### src/hw/rtl/lsc_pkg.sv
// ----------------------------------------------------------------------------
// lsc_pkg
// Shared types and constants for the line segment clipper.
// ----------------------------------------------------------------------------
`default_nettype none

package lsc_pkg;

    localparam int CW = 16;          // coordinate width
    localparam int EW = CW + 2;      // coordinate difference width
    localparam int PW = 2 * EW;      // product width
    localparam int MW = PW - 1;      // product magnitude width
    localparam int RW = EW + 1;      // divider remainder width
    localparam int DCW = $clog2(MW); // divider step counter width
    localparam int FIFO_DEPTH = 2;
    localparam int CLIP_ROUNDS = 5;

    localparam logic [3:0] CODE_LEFT   = 4'd1;
    localparam logic [3:0] CODE_RIGHT  = 4'd2;
    localparam logic [3:0] CODE_BOTTOM = 4'd4;
    localparam logic [3:0] CODE_TOP    = 4'd8;

    localparam logic [1:0] CFG_XMIN = 2'd0;
    localparam logic [1:0] CFG_XMAX = 2'd1;
    localparam logic [1:0] CFG_YMIN = 2'd2;
    localparam logic [1:0] CFG_YMAX = 2'd3;

    localparam logic signed [CW-1:0] RST_XMIN = CW'(0);
    localparam logic signed [CW-1:0] RST_XMAX = CW'(1023);
    localparam logic signed [CW-1:0] RST_YMIN = CW'(0);
    localparam logic signed [CW-1:0] RST_YMAX = CW'(1023);

    typedef struct packed {
        logic signed [CW-1:0] vertex_x;
        logic signed [CW-1:0] vertex_y;
        logic                 starts_polyline;
    } t_in;

    typedef struct packed {
        logic signed [CW-1:0] point_x;
        logic signed [CW-1:0] point_y;
        logic                 is_last;
    } t_out;

    typedef struct packed {
        logic signed [CW-1:0] x1;
        logic signed [CW-1:0] y1;
        logic signed [CW-1:0] x2;
        logic signed [CW-1:0] y2;
    } t_seg;

    typedef struct packed {
        logic signed [CW-1:0] xmin;
        logic signed [CW-1:0] xmax;
        logic signed [CW-1:0] ymin;
        logic signed [CW-1:0] ymax;
    } t_win;

    typedef struct packed {
        logic valid;
        t_seg seg;
    } t_push;

    typedef enum logic [2:0] {
        ST_IDLE,
        ST_DECIDE,
        ST_MUL,
        ST_DIV,
        ST_UPD,
        ST_OUT0,
        ST_OUT1
    } t_state;

    function automatic logic [3:0] outcode(input logic signed [CW-1:0] x,
                                           input logic signed [CW-1:0] y,
                                           input t_win w);
        logic [3:0] c;
        c = 4'd0;
        if (x < w.xmin) c = c | CODE_LEFT;
        if (x > w.xmax) c = c | CODE_RIGHT;
        if (y < w.ymin) c = c | CODE_BOTTOM;
        if (y > w.ymax) c = c | CODE_TOP;
        return c;
    endfunction

endpackage

`default_nettype wire

### src/hw/rtl/line_segment_clipper.sv
// ----------------------------------------------------------------------------
// line_segment_clipper
// Polyline segment clipper against a configurable rectangular window.
// ----------------------------------------------------------------------------
// Usage:
//   Input channel i_valid/i_data/o_stall carries one vertex per transfer.
//   A vertex with starts_polyline set, or the first after reset, only
//   becomes the previous vertex; every other vertex forms a segment with it.
//   Output channel o_valid/o_data/i_stall carries clipped endpoints: two
//   transfers per accepted segment, the second with is_last set; a rejected
//   segment yields nothing.
//   Window registers are written through i_cfg_we/i_cfg_addr/i_cfg_wdata;
//   the user must do so only while the block is idle, unchecked by the block.
//   A segment inside the window passes from the queue through the decide
//   state to its first endpoint. Each clip round runs decide, multiply,
//   divider load, 35 one-bit divide steps and update, for up to five
//   rounds. The front takes a vertex per cycle while the two-entry
//   segment queue has room; the divider sets sustained throughput.
//   Reset (synchronous, active low) clears the previous vertex, the queue
//   and the engine, and loads the default 0..1023 window.
//   While i_stall is high the current endpoint holds on o_data.
// ----------------------------------------------------------------------------
`default_nettype none

module line_segment_clipper (
    input  wire logic                      i_clk,
    input  wire logic                      i_rst_n,
    input  wire logic                      i_valid,
    input  wire lsc_pkg::t_in              i_data,
    output logic                           o_stall,
    output logic                           o_valid,
    output lsc_pkg::t_out                  o_data,
    input  wire logic                      i_stall,
    input  wire logic                      i_cfg_we,
    input  wire logic [1:0]                i_cfg_addr,
    input  wire logic [lsc_pkg::CW-1:0]    i_cfg_wdata
);

    lsc_pkg::t_win  r_win;
    lsc_pkg::t_push w_push;
    lsc_pkg::t_seg  w_seg;
    logic           w_full, w_empty, w_pop;

    always_ff @(posedge i_clk) begin
        if (!i_rst_n) begin
            r_win.xmin <= lsc_pkg::RST_XMIN;
            r_win.xmax <= lsc_pkg::RST_XMAX;
            r_win.ymin <= lsc_pkg::RST_YMIN;
            r_win.ymax <= lsc_pkg::RST_YMAX;
        end else if (i_cfg_we) begin
            unique case (i_cfg_addr)
                lsc_pkg::CFG_XMIN: r_win.xmin <= i_cfg_wdata;
                lsc_pkg::CFG_XMAX: r_win.xmax <= i_cfg_wdata;
                lsc_pkg::CFG_YMIN: r_win.ymin <= i_cfg_wdata;
                lsc_pkg::CFG_YMAX: r_win.ymax <= i_cfg_wdata;
                default: ;
            endcase
        end
    end

    lsc_front u_front (
        .i_clk   (i_clk),
        .i_rst_n (i_rst_n),
        .i_valid (i_valid),
        .i_data  (i_data),
        .o_stall (o_stall),
        .i_full  (w_full),
        .o_push  (w_push)
    );

    lsc_fifo u_fifo (
        .i_clk   (i_clk),
        .i_rst_n (i_rst_n),
        .i_push  (w_push),
        .o_full  (w_full),
        .i_pop   (w_pop),
        .o_empty (w_empty),
        .o_seg   (w_seg)
    );

    lsc_back u_back (
        .i_clk   (i_clk),
        .i_rst_n (i_rst_n),
        .i_win   (r_win),
        .i_empty (w_empty),
        .i_seg   (w_seg),
        .o_pop   (w_pop),
        .o_valid (o_valid),
        .o_data  (o_data),
        .i_stall (i_stall)
    );

endmodule

`default_nettype wire

### src/hw/rtl/lsc_front.sv
// ----------------------------------------------------------------------------
// lsc_front
// Accepts vertices, keeps the previous raw vertex and forms segments.
// ----------------------------------------------------------------------------
`default_nettype none

module lsc_front (
    input  wire logic         i_clk,
    input  wire logic         i_rst_n,
    input  wire logic         i_valid,
    input  wire lsc_pkg::t_in i_data,
    output logic              o_stall,
    input  wire logic         i_full,
    output lsc_pkg::t_push    o_push
);

    logic                         r_prev_valid;
    logic signed [lsc_pkg::CW-1:0] r_prev_x;
    logic signed [lsc_pkg::CW-1:0] r_prev_y;
    logic                         w_take;

    assign o_stall = i_full;
    assign w_take  = i_valid && !i_full;

    always_comb begin
        o_push.valid  = w_take && r_prev_valid && !i_data.starts_polyline;
        o_push.seg.x1 = r_prev_x;
        o_push.seg.y1 = r_prev_y;
        o_push.seg.x2 = i_data.vertex_x;
        o_push.seg.y2 = i_data.vertex_y;
    end

    always_ff @(posedge i_clk) begin
        if (!i_rst_n) begin
            r_prev_valid <= 1'b0;
            r_prev_x     <= '0;
            r_prev_y     <= '0;
        end else if (w_take) begin
            r_prev_valid <= 1'b1;
            r_prev_x     <= i_data.vertex_x;
            r_prev_y     <= i_data.vertex_y;
        end
    end

endmodule

`default_nettype wire

### src/hw/rtl/lsc_fifo.sv
// ----------------------------------------------------------------------------
// lsc_fifo
// Short segment queue between the front and the clipping engine.
// ----------------------------------------------------------------------------
`default_nettype none

module lsc_fifo (
    input  wire logic          i_clk,
    input  wire logic          i_rst_n,
    input  wire lsc_pkg::t_push i_push,
    output logic               o_full,
    input  wire logic          i_pop,
    output logic               o_empty,
    output lsc_pkg::t_seg      o_seg
);

    localparam int AW = $clog2(lsc_pkg::FIFO_DEPTH);

    lsc_pkg::t_seg  r_mem [lsc_pkg::FIFO_DEPTH];
    logic [AW-1:0]  r_wp;
    logic [AW-1:0]  r_rp;
    logic [AW:0]    r_cnt;
    logic           w_pop;

    assign o_full  = r_cnt == (AW+1)'(lsc_pkg::FIFO_DEPTH);
    assign o_empty = r_cnt == '0;
    assign o_seg   = r_mem[r_rp];
    assign w_pop   = i_pop && !o_empty;

    always_ff @(posedge i_clk) begin
        if (i_push.valid) begin
            r_mem[r_wp] <= i_push.seg;
        end
    end

    always_ff @(posedge i_clk) begin
        if (!i_rst_n) begin
            r_wp  <= '0;
            r_rp  <= '0;
            r_cnt <= '0;
        end else begin
            if (i_push.valid) r_wp <= r_wp + AW'(1);
            if (w_pop) r_rp <= r_rp + AW'(1);
            r_cnt <= r_cnt + (AW+1)'(i_push.valid) - (AW+1)'(w_pop);
        end
    end

    a_cnt_bound: assert property (@(posedge i_clk) disable iff (!i_rst_n)
        r_cnt <= (AW+1)'(lsc_pkg::FIFO_DEPTH))
        else $error("queue count overflow");

    a_no_push_full: assert property (@(posedge i_clk) disable iff (!i_rst_n)
        o_full |-> !i_push.valid)
        else $error("push into full queue");

endmodule

`default_nettype wire

### src/hw/rtl/lsc_back.sv
// ----------------------------------------------------------------------------
// lsc_back
// Clipping engine: outcodes, edge moves through a shared multiply and
// iterative divide, and output of the two clipped endpoints.
// ----------------------------------------------------------------------------
`default_nettype none

module lsc_back (
    input  wire logic          i_clk,
    input  wire logic          i_rst_n,
    input  wire lsc_pkg::t_win i_win,
    input  wire logic          i_empty,
    input  wire lsc_pkg::t_seg i_seg,
    output logic               o_pop,
    output logic               o_valid,
    output lsc_pkg::t_out      o_data,
    input  wire logic          i_stall
);

    localparam int CW  = lsc_pkg::CW;
    localparam int EW  = lsc_pkg::EW;
    localparam int PW  = lsc_pkg::PW;
    localparam int MW  = lsc_pkg::MW;
    localparam int RW  = lsc_pkg::RW;
    localparam int DCW = lsc_pkg::DCW;

    lsc_pkg::t_state r_state, n_state;

    logic signed [CW-1:0] r_x1, r_y1, r_x2, r_y2;
    logic [2:0]           r_round;
    logic                 r_first, r_yedge, r_neg;
    logic signed [CW-1:0] r_q1, r_edge;
    logic signed [EW-1:0] r_dq, r_diff, r_de;
    logic signed [PW-1:0] r_prod;
    logic [MW-1:0]        r_dvd, r_quo;
    logic [EW-1:0]        r_dvs;
    logic [RW-1:0]        r_rem;
    logic [DCW-1:0]       r_cnt;

    logic [3:0]           w_c1, w_c2, w_co;
    logic                 w_yedge;
    logic signed [CW-1:0] w_q1, w_q2, w_e1, w_e2, w_edge;
    logic [RW-1:0]        w_trial;
    logic                 w_ge;
    logic signed [MW:0]   w_qs;
    logic signed [MW:0]   w_sum;
    logic signed [CW-1:0] w_nv;

    always_comb begin
        w_c1    = lsc_pkg::outcode(r_x1, r_y1, i_win);
        w_c2    = lsc_pkg::outcode(r_x2, r_y2, i_win);
        w_co    = (w_c1 != 4'd0) ? w_c1 : w_c2;
        w_yedge = |(w_co & (lsc_pkg::CODE_TOP | lsc_pkg::CODE_BOTTOM));
        if ((w_co & lsc_pkg::CODE_TOP) != 4'd0)         w_edge = i_win.ymax;
        else if ((w_co & lsc_pkg::CODE_BOTTOM) != 4'd0) w_edge = i_win.ymin;
        else if ((w_co & lsc_pkg::CODE_RIGHT) != 4'd0)  w_edge = i_win.xmax;
        else                                            w_edge = i_win.xmin;
        w_q1 = w_yedge ? r_x1 : r_y1;
        w_q2 = w_yedge ? r_x2 : r_y2;
        w_e1 = w_yedge ? r_y1 : r_x1;
        w_e2 = w_yedge ? r_y2 : r_x2;

        w_trial = {r_rem[RW-2:0], r_dvd[MW-1]};
        w_ge    = w_trial >= {1'b0, r_dvs};

        w_qs  = r_neg ? -$signed({1'b0, r_quo}) : $signed({1'b0, r_quo});
        w_sum = {{(MW+1-CW){r_q1[CW-1]}}, r_q1} + w_qs;
        w_nv  = (r_de == '0) ? r_q1 : w_sum[CW-1:0];
    end

    always_ff @(posedge i_clk) begin
        if (!i_rst_n) begin
            r_state <= lsc_pkg::ST_IDLE;
        end else begin
            r_state <= n_state;
        end
    end

    always_comb begin
        n_state = r_state;
        o_pop   = 1'b0;
        o_valid = 1'b0;
        o_data  = '0;
        unique case (r_state)
            lsc_pkg::ST_IDLE: begin
                if (!i_empty) begin
                    o_pop   = 1'b1;
                    n_state = lsc_pkg::ST_DECIDE;
                end
            end
            lsc_pkg::ST_DECIDE: begin
                if (w_c1 == 4'd0 && w_c2 == 4'd0) begin
                    n_state = lsc_pkg::ST_OUT0;
                end else if ((w_c1 & w_c2) != 4'd0 ||
                             r_round == 3'(lsc_pkg::CLIP_ROUNDS)) begin
                    n_state = lsc_pkg::ST_IDLE;
                end else begin
                    n_state = lsc_pkg::ST_MUL;
                end
            end
            lsc_pkg::ST_MUL: n_state = lsc_pkg::ST_DIV;
            lsc_pkg::ST_DIV: begin
                if (r_cnt == DCW'(MW)) n_state = lsc_pkg::ST_UPD;
            end
            lsc_pkg::ST_UPD: n_state = lsc_pkg::ST_DECIDE;
            lsc_pkg::ST_OUT0: begin
                o_valid        = 1'b1;
                o_data.point_x = r_x1;
                o_data.point_y = r_y1;
                o_data.is_last = 1'b0;
                if (!i_stall) n_state = lsc_pkg::ST_OUT1;
            end
            lsc_pkg::ST_OUT1: begin
                o_valid        = 1'b1;
                o_data.point_x = r_x2;
                o_data.point_y = r_y2;
                o_data.is_last = 1'b1;
                if (!i_stall) n_state = lsc_pkg::ST_IDLE;
            end
            default: n_state = lsc_pkg::ST_IDLE;
        endcase
    end

    always_ff @(posedge i_clk) begin
        case (r_state)
            lsc_pkg::ST_IDLE: begin
                r_x1    <= i_seg.x1;
                r_y1    <= i_seg.y1;
                r_x2    <= i_seg.x2;
                r_y2    <= i_seg.y2;
                r_round <= '0;
            end
            lsc_pkg::ST_DECIDE: begin
                r_first <= w_c1 != 4'd0;
                r_yedge <= w_yedge;
                r_q1    <= w_q1;
                r_edge  <= w_edge;
                r_dq    <= EW'(w_q2) - EW'(w_q1);
                r_diff  <= EW'(w_edge) - EW'(w_e1);
                r_de    <= EW'(w_e2) - EW'(w_e1);
            end
            lsc_pkg::ST_MUL: begin
                r_prod <= r_dq * r_diff;
            end
            lsc_pkg::ST_DIV: begin
                if (r_cnt == '0) begin
                    r_neg <= r_prod[PW-1] ^ r_de[EW-1];
                    r_dvd <= r_prod[PW-1] ? MW'(-r_prod) : MW'(r_prod);
                    r_dvs <= r_de[EW-1] ? EW'(-r_de) : EW'(r_de);
                    r_rem <= '0;
                    r_quo <= '0;
                    r_cnt <= r_cnt + DCW'(1);
                end else begin
                    r_rem <= w_ge ? (w_trial - {1'b0, r_dvs}) : w_trial;
                    r_quo <= {r_quo[MW-2:0], w_ge};
                    r_dvd <= {r_dvd[MW-2:0], 1'b0};
                    r_cnt <= (r_cnt == DCW'(MW)) ? r_cnt : r_cnt + DCW'(1);
                end
            end
            lsc_pkg::ST_UPD: begin
                r_round <= r_round + 3'd1;
                if (r_first) begin
                    r_x1 <= r_yedge ? w_nv : r_edge;
                    r_y1 <= r_yedge ? r_edge : w_nv;
                end else begin
                    r_x2 <= r_yedge ? w_nv : r_edge;
                    r_y2 <= r_yedge ? r_edge : w_nv;
                end
            end
            default: ;
        endcase
        if (r_state == lsc_pkg::ST_MUL) r_cnt <= '0;
    end

    a_out1_order: assert property (@(posedge i_clk) disable iff (!i_rst_n)
        r_state == lsc_pkg::ST_OUT1 |->
            ($past(r_state) == lsc_pkg::ST_OUT0 || $past(r_state) == lsc_pkg::ST_OUT1))
        else $error("second endpoint without first");

    a_round_bound: assert property (@(posedge i_clk) disable iff (!i_rst_n)
        r_state == lsc_pkg::ST_MUL |-> r_round < 3'(lsc_pkg::CLIP_ROUNDS))
        else $error("clip round beyond bound");

endmodule

`default_nettype wire
### config.mk
export PLATFORM = sky130hd
export DESIGN_NAME = line_segment_clipper
export DESIGN_NICKNAME = d
export VERILOG_FILES = /design/src/hw/rtl/lsc_pkg.sv /design/src/hw/rtl/line_segment_clipper.sv /design/src/hw/rtl/lsc_front.sv /design/src/hw/rtl/lsc_fifo.sv /design/src/hw/rtl/lsc_back.sv
export SDC_FILE = /design/constraint.sdc
export NUM_CORES = 2
export LEC_CHECK = 0
export BUFFER_PORTS_ARGS = -buffer_cell sky130_fd_sc_hd__buf_2
export CAP_MARGIN = 20
export CORE_AREA = 2 2 264 266
export DETAILED_ROUTE_END_ITERATION = 8
export DIE_AREA = 0 0 266 268
export MAX_ROUTING_LAYER = met4
export PLACE_DENSITY = 0.77
export SLEW_MARGIN = 0
export SYNTH_ARGS = -nofsm -noshare
export SYNTH_HDL_FRONTEND = slang
export SYNTH_SLANG_ARGS = --single-unit
### constraint.sdc
create_clock -name i_clk -period 7.2 [get_ports i_clk]
set_clock_uncertainty 0.2 [all_clocks]
set_input_delay 0.72 -clock i_clk [delete_from_list [all_inputs] [get_ports i_clk]]
set_output_delay 0.72 -clock i_clk [all_outputs]
set_load 0.05 [all_outputs]
==> qor.csv <==
metric,value,unit
num_vias,29400,
crit_buf_inv,7,
max_freq,144,MHz
overflow,0,
viasPerCell,5.94,
period_share,96.3,%
clkLatencyLatePin,0.66,ns
cp-start-kind,flip-flop,
dp_hpwl,81800,um
netlist_area,39400,um^2
slew_headroom,30.4,%
drt_wl_total,110000,um
fp-row-count,96,
htreeDepth,2,
ys_warn_count,0,
tns,0,ns
dp.cells,4784,
status,"complete, no violations",
r2r-end,u_back.r_prod[32]$_DFFE_PP_,
tightest_slew,1.01,ns
holdBufCountCts,0,
fin_cells,4942,
cts-root-buf,clkbuf_16,
cts.clk_slew.worst_paths,0.07,ns
cts_tree,yes,
fin_crit,6.94,ns
drv_slew,0,
regToRegStartpoint,u_back.r_diff[5]$_DFFE_PN_,
hp-start,i_data[13],
syn-mean-instance-area,10.3,um^2
route.detailed.drc,0,
hold_slack,0.0699,ns
antenna_found_initial,4,
initial_core_util,57.7,%
path_class,reg2reg,
crit_fanout,15,
hold_end,u_fifo.r_mem[0][12]$_DFFE_PP_,
finalHoldViolCount,0,
portBuffers,90,
synth_top_area_share,30.7,%
min_path_type,in2reg,
clock-sinks,513,
nets,4666,
critPathMaxStageDelay,0.56,ns
critical_path_required,7.34,ns
r2r_slack,0.26,ns
end_kind,flip-flop,
synth_top_cells_by_area,"edfxtp_1 (31%), fa_1 (15%), ha_1 (9.5%), dfxtp_1 (5.6%), inv_1 (4.6%)",
synth_ff_type,edfxtp_1,
grt_max_degree,86,
area_growth,11.3,%
setup_viol,0,
ios,91,
yosysSeqAreaShare,36.3,%
cts_buffer_depth,3,
synth_edf_count,402,
async_flop_share,0,%
grt_pass1_wl,168000,um
syn-num-nets,4487,
synthCells,3831,
detail-route-antenna-nets,0,
hold-path-cell-count,1,
grtUsageTotal,32.1,%
fp.coreArea,68200,um^2
cp_top_family,adder cells,
first_global_vias,29100,
numCtsBuffers,54,
crit_top_cell,fa_1,
wl_per_cell,22.2,um
synth_area_leader_cell,edfxtp_1,
r2r_cells,25,
drv_cap,0,
drtPass1Iterations,6,
ys_ff_latch,513,
drive_above_1_share,11.0,%
slowest_stage,fa_1,
finalWeightedCongestion,1.08,
fp.dieH,268,um
arrival,7.07,ns
drt_iter0_drc,2598,
synth_cell_types,77,
die-area,71300,um^2
dieWidth,266,um
[how the worst max path moves through the flow]
stage | slack [ns] | end | start | cells after the start
2_1_floorplan | 0.50 | u_back.r_prod[32]$_DFFE_PP_ | u_back.r_dq[16]$_DFFE_PN_ | 21
3_3_place_gp | 0.26 | u_back.r_prod[27]$_DFFE_PP_ | u_back.r_dq[8]$_DFFE_PN_ | 23
6_report | 0.26 | u_back.r_prod[32]$_DFFE_PP_ | u_back.r_diff[5]$_DFFE_PN_ | 25
3_5_place_dp | 0.12 | u_back.r_prod[31]$_DFFE_PP_ | u_back.r_dq[4]$_DFFE_PN_ | 22
4_1_cts | 0.05 | u_back.r_prod[31]$_DFFE_PP_ | u_back.r_diff[7]$_DFFE_PN_ | 22
5_1_grt | -0.04 | u_back.r_prod[32]$_DFFE_PP_ | u_back.r_diff[5]$_DFFE_PN_ | 25
[logic make-up (layout without fill, tap and decap cells)]
group	count (synthesis)	in the layout	share of synthesized area (%)
and+or+nand+nor	1078	1078	13.1
AOI/OAI and AO/OA	679	679	11.4
buffers and inverters	624	848	6.05
adders and majority gates	600	600	24.8
DFF	513	513	36.3
muxes	172	172	4.67
xor gates and xnor gates	164	164	3.65
other	1	6	0.00953
[registers in the layout, summed over array words and instances, names as in the netlist, 17 cells and up, named ones only]
name,cells
u_back.r_rem,18
u_back.r_dq,17
u_back.r_dvs,18
u_back.r_prod,34
u_back.r_dvd,35
u_back.r_de,17
r_win,64
u_fifo.r_mem,128
u_back.r_diff,17
[placed cells by master, fill, tap and decap left out, types with 11 or more instances in the layout]
cell,instances
a211oi_1,38
a21boi_0,92
a21o_1,33
a21oi_1,150
a22o_1,33
a31oi_1,15
and2_1,180
buf_2,90
buf_4,165
clkbuf_16,54
dfxtp_1,110
edfxtp_1,402
fa_1,301
ha_1,299
inv_1,482
mux2_2,46
mux2_4,12
mux2i_1,114
nand2_1,455
nand2b_1,29
nand3_1,44
nand4_1,35
nor2_1,167
nor2b_1,41
nor3_1,39
o211ai_1,46
o21a_1,33
o21ai_0,138
o21bai_1,11
o31ai_1,21
or3_1,18
xnor2_1,98
xor2_1,66
[synthesized netlist by cell type (8+ instances only)]
cell	n
a211oi_1	39
a21boi_0	92
a21o_1	33
a21oi_1	151
a22o_1	33
a31oi_1	16
and2_1	181
and3_1	10
clkbuf_1	123
dfxtp_1	111
edfxtp_1	402
fa_1	301
ha_1	299
inv_1	484
mux2_2	46
mux2_4	12
mux2i_1	114
nand2_1	456
nand2b_1	29
nand3_1	44
nand3b_1	8
nand4_1	35
nor2_1	171
nor2b_1	41
nor3_1	40
nor4_1	11
o211ai_1	46
o21a_1	33
o21ai_0	139
o21bai_1	11
o22ai_1	10
o31ai_1	21
or3_1	18
xnor2_1	98
xor2_1	66
[stage by stage]
| step | cell area [um^2] | util, % | setup WS (ns) |
|---|---|---|---|
| final | 43800 | 64.2 | 0.264 |
| after global routing | 43800 | 64.2 | -0.0393 |
| after CTS | 43300 | 63.5 | 0.0457 |
| after detailed placement | 41300 | 60.6 | 0.124 |
| after global placement | 41300 | 60.5 | 0.256 |
| after floorplan | 39400 | - | 0.503 |
[worst reg2reg max path: stages, from the launching register on]
cell and delay, ns:
edfxtp_1 0.37, buf_4 0.21, buf_4 0.15, nand2_1 0.15, inv_1 0.09, fa_1 0.54
inv_1 0.06, fa_1 0.50, inv_1 0.05, fa_1 0.52, fa_1 0.45, fa_1 0.56
inv_1 0.06, fa_1 0.53, inv_1 0.04, ha_1 0.35, a21oi_2 0.18, o21ai_0 0.14
a221o_1 0.37, a21o_1 0.19, a211oi_1 0.22, a21oi_1 0.13, a21oi_1 0.20, o21ai_0 0.12
a21oi_1 0.19, xnor2_1 0.08
[routing by layer]
| layer | part of all wire (%) | up-vias | wire length [um] | GRT usage, % |
|---|---|---|---|---|
| li1 | - | 13400 | - | - |
| met1 | 38 | 14300 | 41500 | 37.3 |
| met2 | 46 | 1231 | 50900 | 51.2 |
| met3 | 7.7 | 433 | 8480 | 6.60 |
| met4 | 7.8 | 0 | 8600 | 20.1 |
| met5 | 0 | - | 0 | - |
[final cells by class]
class                   instances  area [um^2]
fillers                      5299        24400
well taps                     882         1100
multi-input cells            2694        22800
repair buffers                262         1820
diodes                          5         12.5
clock buffers                  69         1480
clock inverters                32          500
flip-flops and latches        513        14300
inverters                     485         1820
[repair_timing]
item / in CTS / in global routing
buffers inserted: 0 / 51
resized for setup: 0 / 6
setup endpoints to repair: 0 / 8
Power is left out: the tool's default activity adds up to more than one toggle a clock period on the data nets, which glitch-free logic cannot reach.
